<file path="src/hdl/lbh_pkg.sv">
// ----------------------------------------------------------------------------
// Latency bucket histogram package
// Sizes, opcodes, chain beat types and helper functions.
// ----------------------------------------------------------------------------
`default_nettype none

package lbh_pkg;

    localparam int NUM_BOUNDS  = 8;
    localparam int COUNT_WIDTH = 32;
    localparam int NUM_BUCKETS = NUM_BOUNDS + 1;
    localparam int NUM_REGS    = 8;
    localparam int REG_SEL_W   = 3;
    localparam int CFG_ADDR_W  = 4;
    localparam int IDX_W       = 4;
    localparam int BOUND_W     = 32;
    localparam int SAMPLE_W    = 32;
    localparam int OUT_CNT_W   = 32;
    localparam int SUM_W       = 48;

    localparam logic [BOUND_W-1:0] RESET_BOUNDS [NUM_REGS] = '{
        32'd1000, 32'd5000, 32'd10000, 32'd25000,
        32'd50000, 32'd100000, 32'd250000, 32'd500000
    };

    typedef enum logic [0:0] {
        OP_OBSERVE = 1'b0,
        OP_READ    = 1'b1
    } t_op;

    typedef struct packed {
        logic                valid;
        t_op                 op;
        logic [SAMPLE_W-1:0] sample;
        logic [IDX_W-1:0]    idx;
    } t_obs;

    typedef struct packed {
        logic             valid;
        logic [IDX_W-1:0] idx;
    } t_commit;

    typedef struct packed {
        logic                   valid;
        logic [COUNT_WIDTH-1:0] cum;
    } t_token;

    function automatic logic [COUNT_WIDTH-1:0] sat_add(
        input logic [COUNT_WIDTH-1:0] a,
        input logic [COUNT_WIDTH-1:0] b
    );
        logic [COUNT_WIDTH:0] s;
        s = {1'b0, a} + {1'b0, b};
        return s[COUNT_WIDTH] ? {COUNT_WIDTH{1'b1}} : s[COUNT_WIDTH-1:0];
    endfunction

    function automatic logic [OUT_CNT_W-1:0] clamp_out(input logic [COUNT_WIDTH-1:0] v);
        logic [COUNT_WIDTH+OUT_CNT_W-1:0] ext;
        ext = {{OUT_CNT_W{1'b0}}, v};
        return (|ext[COUNT_WIDTH+OUT_CNT_W-1:OUT_CNT_W]) ? {OUT_CNT_W{1'b1}}
                                                         : ext[OUT_CNT_W-1:0];
    endfunction

endpackage

`default_nettype wire

</file>
<file path="src/hdl/lbh_cell.sv">
// ----------------------------------------------------------------------------
// Histogram bucket cell
// Holds one bound and one bucket count; compares a passing sample against
// the bound, counts committed hits and adds its count to a passing readout.
// ----------------------------------------------------------------------------
`default_nettype none

module lbh_cell (
    input  logic                              i_clk,
    input  logic                              i_rst_n,
    input  logic [lbh_pkg::IDX_W-1:0]         i_index,
    input  logic                              i_tail,
    input  logic                              i_cfg_we,
    input  logic [lbh_pkg::CFG_ADDR_W-1:0]    i_cfg_addr,
    input  logic [lbh_pkg::BOUND_W-1:0]       i_cfg_data,
    input  lbh_pkg::t_obs                     i_obs,
    output lbh_pkg::t_obs                     o_obs,
    input  lbh_pkg::t_commit                  i_commit,
    input  lbh_pkg::t_token                   i_tok,
    output lbh_pkg::t_token                   o_tok,
    output logic [lbh_pkg::BOUND_W-1:0]       o_bound
);
    import lbh_pkg::*;

    logic [BOUND_W-1:0]     r_bound;
    logic [COUNT_WIDTH-1:0] r_count;
    logic [COUNT_WIDTH-1:0] n_count;
    t_obs                   r_obs;
    t_obs                   n_obs;
    t_token                 r_tok;
    t_token                 n_tok;
    logic                   hit;

    assign hit = !i_tail && (r_bound <= i_obs.sample);

    always_comb begin
        n_obs     = i_obs;
        n_obs.idx = i_obs.idx + IDX_W'(hit);
        n_tok.valid = i_tok.valid;
        n_tok.cum   = sat_add(i_tok.cum, r_count);
        n_count = r_count;
        if (i_commit.valid && i_commit.idx == i_index) begin
            n_count = sat_add(r_count, COUNT_WIDTH'(1));
        end
    end

    always_ff @(posedge i_clk) begin
        if (!i_rst_n) begin
            r_bound     <= i_tail ? '0 : RESET_BOUNDS[i_index[REG_SEL_W-1:0]];
            r_count     <= '0;
            r_obs.valid <= 1'b0;
            r_tok.valid <= 1'b0;
        end else begin
            if (i_cfg_we && !i_tail && i_cfg_addr == CFG_ADDR_W'(i_index)) begin
                r_bound <= i_cfg_data;
            end
            r_count <= n_count;
            r_obs   <= n_obs;
            r_tok   <= n_tok;
        end
    end

    assign o_obs   = r_obs;
    assign o_tok   = r_tok;
    assign o_bound = r_bound;

endmodule

`default_nettype wire

</file>
<file path="src/hdl/latency_bucket_histogram.sv">
// ----------------------------------------------------------------------------
// Latency bucket histogram
// Cumulative bucket histogram of microsecond latency samples built as a
// chain of bucket cells.
// ----------------------------------------------------------------------------
// Observe beats are taken one per cycle while o_busy is low; each sample
// walks the chain of NUM_BUCKETS cells, one cell a cycle, gathering its
// bucket index, and the bucket count is bumped as it leaves the chain. Total
// count and sum update at once. A read beat raises o_busy, follows the
// in-flight samples down the compare chain, then a readout token walks the
// cells, so the NUM_BUCKETS results appear in bucket order without gaps,
// each on the ports for one cycle with o_strobe high. The receiver cannot
// stall. o_busy drops as the last result is shown, and the next beat is
// taken once o_busy is low again.
// ----------------------------------------------------------------------------
`default_nettype none

module latency_bucket_histogram (
    input  logic                           i_clk,
    input  logic                           i_rst_n,
    input  logic                           i_start,
    output logic                           o_busy,
    input  logic                           i_opcode,
    input  logic [lbh_pkg::SAMPLE_W-1:0]   i_sample,
    input  logic                           i_cfg_we,
    input  logic [lbh_pkg::CFG_ADDR_W-1:0] i_cfg_addr,
    input  logic [lbh_pkg::BOUND_W-1:0]    i_cfg_data,
    output logic                           o_strobe,
    output logic [lbh_pkg::IDX_W-1:0]      o_bucket_index,
    output logic [lbh_pkg::BOUND_W-1:0]    o_bucket_bound,
    output logic                           o_bound_infinite,
    output logic [lbh_pkg::OUT_CNT_W-1:0]  o_cumulative_count,
    output logic [lbh_pkg::OUT_CNT_W-1:0]  o_total_count,
    output logic [lbh_pkg::SUM_W-1:0]      o_total_sum,
    output logic                           o_last_bucket
);
    import lbh_pkg::*;

    t_obs                   obs_chain [NUM_BUCKETS+1];
    t_token                 tok_chain [NUM_BUCKETS+1];
    logic [BOUND_W-1:0]     bound_of  [NUM_BUCKETS];
    t_commit                commit;

    logic                   accept;
    logic                   r_busy;
    logic                   n_busy;
    logic [COUNT_WIDTH-1:0] r_sample_count;
    logic [SUM_W-1:0]       r_sample_sum;
    logic [SUM_W:0]         sum_ext;

    logic                   sel_valid;
    logic [IDX_W-1:0]       sel_index;
    logic [BOUND_W-1:0]     sel_bound;
    logic                   sel_inf;
    logic [COUNT_WIDTH-1:0] sel_cum;

    logic                   r_strobe;
    logic [IDX_W-1:0]       r_index;
    logic [BOUND_W-1:0]     r_bound;
    logic                   r_inf;
    logic [OUT_CNT_W-1:0]   r_cum;
    logic [OUT_CNT_W-1:0]   r_total;
    logic [SUM_W-1:0]       r_sum;

    assign accept = i_start && !r_busy;

    always_comb begin
        obs_chain[0].valid  = accept;
        obs_chain[0].op     = t_op'(i_opcode);
        obs_chain[0].sample = i_sample;
        obs_chain[0].idx    = '0;
        commit.valid = obs_chain[NUM_BUCKETS].valid && obs_chain[NUM_BUCKETS].op == OP_OBSERVE;
        commit.idx   = obs_chain[NUM_BUCKETS].idx;
        tok_chain[0].valid = obs_chain[NUM_BUCKETS].valid
                             && obs_chain[NUM_BUCKETS].op == OP_READ;
        tok_chain[0].cum   = '0;
    end

    for (genvar k = 0; k < NUM_BUCKETS; k++) begin : g_cell
        lbh_cell u_cell (
            .i_clk      (i_clk),
            .i_rst_n    (i_rst_n),
            .i_index    (IDX_W'(k)),
            .i_tail     (k == NUM_BOUNDS),
            .i_cfg_we   (i_cfg_we),
            .i_cfg_addr (i_cfg_addr),
            .i_cfg_data (i_cfg_data),
            .i_obs      (obs_chain[k]),
            .o_obs      (obs_chain[k+1]),
            .i_commit   (commit),
            .i_tok      (tok_chain[k]),
            .o_tok      (tok_chain[k+1]),
            .o_bound    (bound_of[k])
        );
    end

    always_comb begin
        n_busy = r_busy;
        if (accept && t_op'(i_opcode) == OP_READ) begin
            n_busy = 1'b1;
        end else if (tok_chain[NUM_BUCKETS].valid) begin
            n_busy = 1'b0;
        end
        sum_ext = {1'b0, r_sample_sum} + (SUM_W+1)'(i_sample);
    end

    always_comb begin
        sel_valid = 1'b0;
        sel_index = '0;
        sel_bound = '0;
        sel_inf   = 1'b0;
        sel_cum   = '0;
        for (int k = 0; k < NUM_BUCKETS; k++) begin
            if (tok_chain[k+1].valid) begin
                sel_valid = 1'b1;
                sel_index = IDX_W'(k);
                sel_bound = bound_of[k];
                sel_inf   = (k == NUM_BOUNDS);
                sel_cum   = tok_chain[k+1].cum;
            end
        end
    end

    always_ff @(posedge i_clk) begin
        if (!i_rst_n) begin
            r_busy         <= 1'b0;
            r_sample_count <= '0;
            r_sample_sum   <= '0;
            r_strobe       <= 1'b0;
        end else begin
            r_busy <= n_busy;
            if (accept && t_op'(i_opcode) == OP_OBSERVE) begin
                r_sample_count <= sat_add(r_sample_count, COUNT_WIDTH'(1));
                r_sample_sum   <= sum_ext[SUM_W] ? {SUM_W{1'b1}} : sum_ext[SUM_W-1:0];
            end
            r_strobe <= sel_valid;
        end
    end

    always_ff @(posedge i_clk) begin
        r_index <= sel_index;
        r_bound <= sel_bound;
        r_inf   <= sel_inf;
        r_cum   <= clamp_out(sel_cum);
        r_total <= clamp_out(r_sample_count);
        r_sum   <= r_sample_sum;
    end

    assign o_busy             = r_busy;
    assign o_strobe           = r_strobe;
    assign o_bucket_index     = r_index;
    assign o_bucket_bound     = r_bound;
    assign o_bound_infinite   = r_inf;
    assign o_cumulative_count = r_cum;
    assign o_total_count      = r_total;
    assign o_total_sum        = r_sum;
    assign o_last_bucket      = r_inf;

endmodule

`default_nettype wire

</file>
<file path="config.mk">
export PLATFORM = sky130hd
export DESIGN_NAME = latency_bucket_histogram
export DESIGN_NICKNAME = d
export VERILOG_FILES = /design/src/hdl/lbh_pkg.sv /design/src/hdl/lbh_cell.sv /design/src/hdl/latency_bucket_histogram.sv
export SDC_FILE = /design/constraint.sdc
export NUM_CORES = 2
export LEC_CHECK = 0
export ABC_AREA = 0
export BUFFER_PORTS_ARGS = -buffer_cell sky130_fd_sc_hd__buf_2
export CORE_ASPECT_RATIO = 1.1
export CORE_MARGIN = 3
export CORE_UTILIZATION = 45
export CTS_BUF_LIST = sky130_fd_sc_hd__clkbuf_8
export DETAILED_ROUTE_END_ITERATION = 6
export PLACE_DENSITY = 0.65
export SLEW_MARGIN = 20
export SYNTH_ARGS = -nofsm -noshare
export SYNTH_HDL_FRONTEND = slang
export SYNTH_SLANG_ARGS = --single-unit
export TNS_END_PERCENT = 5
</file>
<file path="constraint.sdc">
create_clock -name i_clk -period 3.98 [get_ports i_clk]
set_input_delay 0.398 -clock i_clk [delete_from_list [all_inputs] [get_ports i_clk]]
set_output_delay 0.398 -clock i_clk [all_outputs]
set_load 0.02 [all_outputs]
</file>
==> results.md <==
- Endpoint type of the worst setup path: register
- Number of sinks handled by clock tree synthesis: 1344
- Yosys warning count: 0
- Routed via count: 56540
- Data arrival time of the critical path: 4.42 ns
- Final Hold Vio Count: 0
- Share of layout cells above drive strength 1: 9.439%
- Root cell of the clock tree: sky130_fd_sc_hd__clkbuf_8
- Inserted Clock Buffers: 222
- Worst Setup Slack, final: 0.2675 ns
- Routed length per placed instance: 18.65 microns
- Vias in the first global route: 53840
- Post-synthesis cell type count: 107
- Cell type of the slowest stage on the worst timing path: sky130_fd_sc_hd__fa_1
- Count of mapped cells out of synthesis: 7699
- Worst hold start: i_cfg_addr[1]
- PortBufs: 224
- Syn-to-layout area delta: 12.26%
- Antenna violations before repair: 17
- Die area: 163400 sq um
- Result of the run: complete, but fails checks
- Pin count of the biggest net entering global routing: 134
- Post-route cell area: 80120 sq um
- Tmin final: 3.713 ns
- DR iter-0 viols: 4385
- Post-synthesis average cell area: 9.270 sq um
- Routed Antenna Nets: 0
- Cell chain of the critical path: ha_1 -> fa_1 -> a21o_1 -> a21o_1 -> a2111oi_4 -> o22ai_1 -> a31oi_2 -> a41oi_2 -> a21oi_2 -> o21ai_2 -> a31oi_4 -> buf_4 -> o21ai_0
- Setup total negative slack: 0 ns
- DR pass1 iterations: 7
- Net count after synthesis: 8348
- Startpoint kind of the worst setup timing path: register
- Slew HR: 34.16%
- Wire length after detailed routing: 191200 microns
- Number of rows created at floorplan: 152
- Nets: 8610
- Global route overflow: 0
- Count of endpoints failing setup in the final report: 0
- Later-pin clock latency in the skew report: 1.01 ns
- Clock Pin Slew Worst Setup and Hold Paths: 0.06 ns
- Kind of critical path: reg -> reg
- DP Area: 74550 sq um
- Post-DP HPWL: 141700 microns
- Cell Area, Synth: 71370 sq um
- Gp weighted congestion: 0.9197
- Max-cap violation count: 0
- Number of top-level pins: 225
- Die extent in y: 423.7 microns
- Drt drc: 1
- Maximum buffer depth of the clock tree: 3
- Post-synth EDFFs: 551
- Dpl ws: 0.2701 ns
- Routed metal-1 wirelength: 87730 microns
- Initial core utilization: 45.54%
- Crit Reg-Reg Startpoint: g_cell[0].u_cell.o_tok[0]$_DFFE_PP_
- Data required time of the critical path: 4.69 ns
- Launching instance or port of the critical path: g_cell[0].u_cell.o_tok[0]$_DFFE_PP_
- Global-route total usage across every layer: 22.89%
- Power density over the cells: 374.7 nW/um^2
- Sequential-to-total area share from yosys stat: 45.43%
- Met2 routed wirelength: 83800 microns
- Worst Clk Skew: 0.06138 ns
- Worst IR drop on VDD: 300.2 uV
- Number of storage elements in the synthesis netlist: 1344
- Type of the worst min-delay path: in -> reg
- Core Area: 156700 sq um
- Leakage power: 34.23 nW
- RSZ-0062 raised after global routing: false
- Slew at the pin closest to its max-slew limit: 0.9876 ns
- Wire length of the first global-routing pass: 297700 microns
- CTS tree: yes
- Final cycle utilization of the critical path: 93.28%
- Final slew viol count: 0
- FFs w/ async S/R, synth: 0%
- Maximum achievable frequency: 0.2694 GHz
- Largest stage delay on the critical path: 0.41 ns
- Number of H-tree levels: 4
- Largest fanout on the critical path: 24
- Topmost layer with routed signal wires: met4
- Violated checks: design-rule violations
- Filler Cells Inserted: 14330
- Overall die width: 385.7 microns
- Vias per inst: 5.514
- Met3 Wirelength: 12730 microns
- Library cell appearing most often on the critical path: sky130_fd_sc_hd__a21o_1
- Most used flip-flop cell after synthesis: sky130_fd_sc_hd__dfxtp_1
==> worst max-delay path: cells and delay by family (launching register included) <==
kind                     cells  cell delay [ns]
buffers and inverters        1             0.30
flip-flops                   1             0.39
adder cells (fa/ha/maj)      2             0.65
AO/OA/AOI/OAI               10             2.08
==> cell type report <==
type | count | area, sq um | area share (%)
Clock buffer | 272 | 3744 | 4.672
Timing Repair Buffer | 383 | 2668 | 3.329
Clock inverter | 149 | 1091 | 1.362
Tap cell | 2079 | 2601 | 3.247
Sequential cell | 1344 | 32440 | 40.49
Antenna cell | 17 | 42.54 | 0.05310
Multi-Input combinational cell | 5653 | 36180 | 45.16
Inverter | 357 | 1348 | 1.682
==> routing by layer <==
metal / track usage (%) / up-vias
met3: 3.853 / 358
met5: 0 / -
li1: - / 27960
met1: 32.10 / 26440
met4: 8.736 / 0
met2: 35.26 / 1782
==> power by group <==
group	internal [mW]	total (mW)	switching [mW]
Clock	7.04	13.0	5.96
Combinational	0.690	1.86	1.17
Sequential	14.8	15.2	0.326
Total	22.6	30.0	7.46
==> cells in the mapped netlist, types with 10 or more instances <==
cell,instances,area [sq um]
sky130_fd_sc_hd__nand2_1,1231,4621
sky130_fd_sc_hd__a21oi_1,875,4379
sky130_fd_sc_hd__dfxtp_1,793,15880
sky130_fd_sc_hd__ha_1,567,7094
sky130_fd_sc_hd__edfxtp_1,551,16550
sky130_fd_sc_hd__nor2_1,395,1483
sky130_fd_sc_hd__inv_1,356,1336
sky130_fd_sc_hd__o21ai_0,346,1732
sky130_fd_sc_hd__xor2_1,306,2680
sky130_fd_sc_hd__clkbuf_1,250,938.4
sky130_fd_sc_hd__nand3_1,235,1176
sky130_fd_sc_hd__a21o_1,194,1456
sky130_fd_sc_hd__xnor2_1,184,1612
sky130_fd_sc_hd__nand4_1,127,794.5
sky130_fd_sc_hd__and3_1,122,763.2
sky130_fd_sc_hd__nand2b_1,111,694.4
sky130_fd_sc_hd__mux2i_1,83,830.8
sky130_fd_sc_hd__nor3_1,77,385.4
sky130_fd_sc_hd__a221oi_1,73,639.4
sky130_fd_sc_hd__o21a_1,69,518.0
sky130_fd_sc_hd__nor2b_1,68,425.4
sky130_fd_sc_hd__a31oi_1,54,337.8
sky130_fd_sc_hd__o211ai_1,48,360.4
sky130_fd_sc_hd__and2_1,39,244.0
sky130_fd_sc_hd__a22oi_1,33,247.7
sky130_fd_sc_hd__buf_2,32,160.2
sky130_fd_sc_hd__o21bai_1,32,240.2
sky130_fd_sc_hd__a211oi_1,30,225.2
sky130_fd_sc_hd__clkbuf_2,29,145.1
sky130_fd_sc_hd__and4_1,25,219.0
sky130_fd_sc_hd__nor4_1,21,131.4
sky130_fd_sc_hd__or3_1,21,131.4
sky130_fd_sc_hd__or2_2,17,106.4
sky130_fd_sc_hd__buf_1,16,60.06
sky130_fd_sc_hd__o31ai_1,14,105.1
sky130_fd_sc_hd__o21ai_1,11,55.05
sky130_fd_sc_hd__o22ai_1,11,68.82
sky130_fd_sc_hd__a311oi_1,10,87.58
sky130_fd_sc_hd__buf_6,10,112.6
sky130_fd_sc_hd__nand2_2,10,62.56
sky130_fd_sc_hd__nand3b_1,10,75.07
sky130_fd_sc_hd__o211a_1,10,100.1
sky130_fd_sc_hd__o221a_2,10,112.6
==> sequential cells by signal, summed over array words and instances, names as in the netlist <==
| name | cells |
|---|---|
| g_cell.u_cell.o_tok | 297 |
| g_cell.u_cell.r_count | 288 |
| g_cell.u_cell.o_obs | 272 |
| g_cell.u_cell.o_bound | 256 |
| o_total_sum | 48 |
| r_sample_sum | 48 |
| o_bucket_bound | 32 |
| o_cumulative_count | 32 |
| o_total_count | 32 |
| r_sample_count | 32 |
| o_bucket_index | 4 |
| o_bound_infinite | 1 |
| o_busy | 1 |
| o_strobe | 1 |
==> path summary, 6_finish.rpt <==
check	end	slack [ns]	cells after the start
worst max-delay path	g_cell[1].u_cell.o_tok[13]$_SDFFCE_PP1P_	0.27	13
worst min-delay path	g_cell[5].u_cell.o_bound[18]$_SDFFE_PN0P_	0.20	5
worst max register to register	g_cell[1].u_cell.o_tok[13]$_SDFFCE_PP1P_	0.27	13
worst min register to register	o_total_count[16]$_DFF_P_	0.32	0
==> cells by family after synthesis <==
family / share of synthesized area [%]
flops: 45.43
mux: 1.164
simple gates: 16.59
xor+xnor: 6.013
fa+ha+maj: 10.19
compound gates: 16.66
buf+inv: 3.957
==> what timing repair did <==
item,4_1_cts,5_1_grt
endpoints found under the hold margin,379,0
endpoints found under the setup margin,0,2
setup buffers,0,0
hold buffers,67,0
resized for setup,0,2
==> metrics by stage <==
stage	hold WS, ns	util (%)	power, mW	cells
after floorplan	0.3390	-	16.50	7699
after global placement	0.3577	47.57	17.17	9749
after detailed placement	0.3565	47.57	17.21	9749
after CTS	0.09368	51.09	30.35	10240
after global routing	0.1389	51.12	31.25	10250
final	0.1994	51.13	30.02	10250
==> cell usage in the layout (no fill, tap or decap), types with 76 or more instances in the layout <==
master / n
sky130_fd_sc_hd__mux2i_1: 83
sky130_fd_sc_hd__xor2_1: 306
sky130_fd_sc_hd__xnor2_1: 184
sky130_fd_sc_hd__clkbuf_8: 272
sky130_fd_sc_hd__inv_1: 423
sky130_fd_sc_hd__buf_4: 78
sky130_fd_sc_hd__a21oi_1: 873
sky130_fd_sc_hd__edfxtp_1: 551
sky130_fd_sc_hd__dfxtp_1: 787
sky130_fd_sc_hd__nor3_1: 76
sky130_fd_sc_hd__and3_1: 122
sky130_fd_sc_hd__ha_1: 567
sky130_fd_sc_hd__nand3_1: 235
sky130_fd_sc_hd__nor2_1: 394
sky130_fd_sc_hd__buf_2: 223
sky130_fd_sc_hd__nand4_1: 127
sky130_fd_sc_hd__a21o_1: 194
sky130_fd_sc_hd__o21ai_0: 346
sky130_fd_sc_hd__nand2b_1: 111
sky130_fd_sc_hd__nand2_1: 1230
Note: power is estimated with default switching activity, not from simulation.
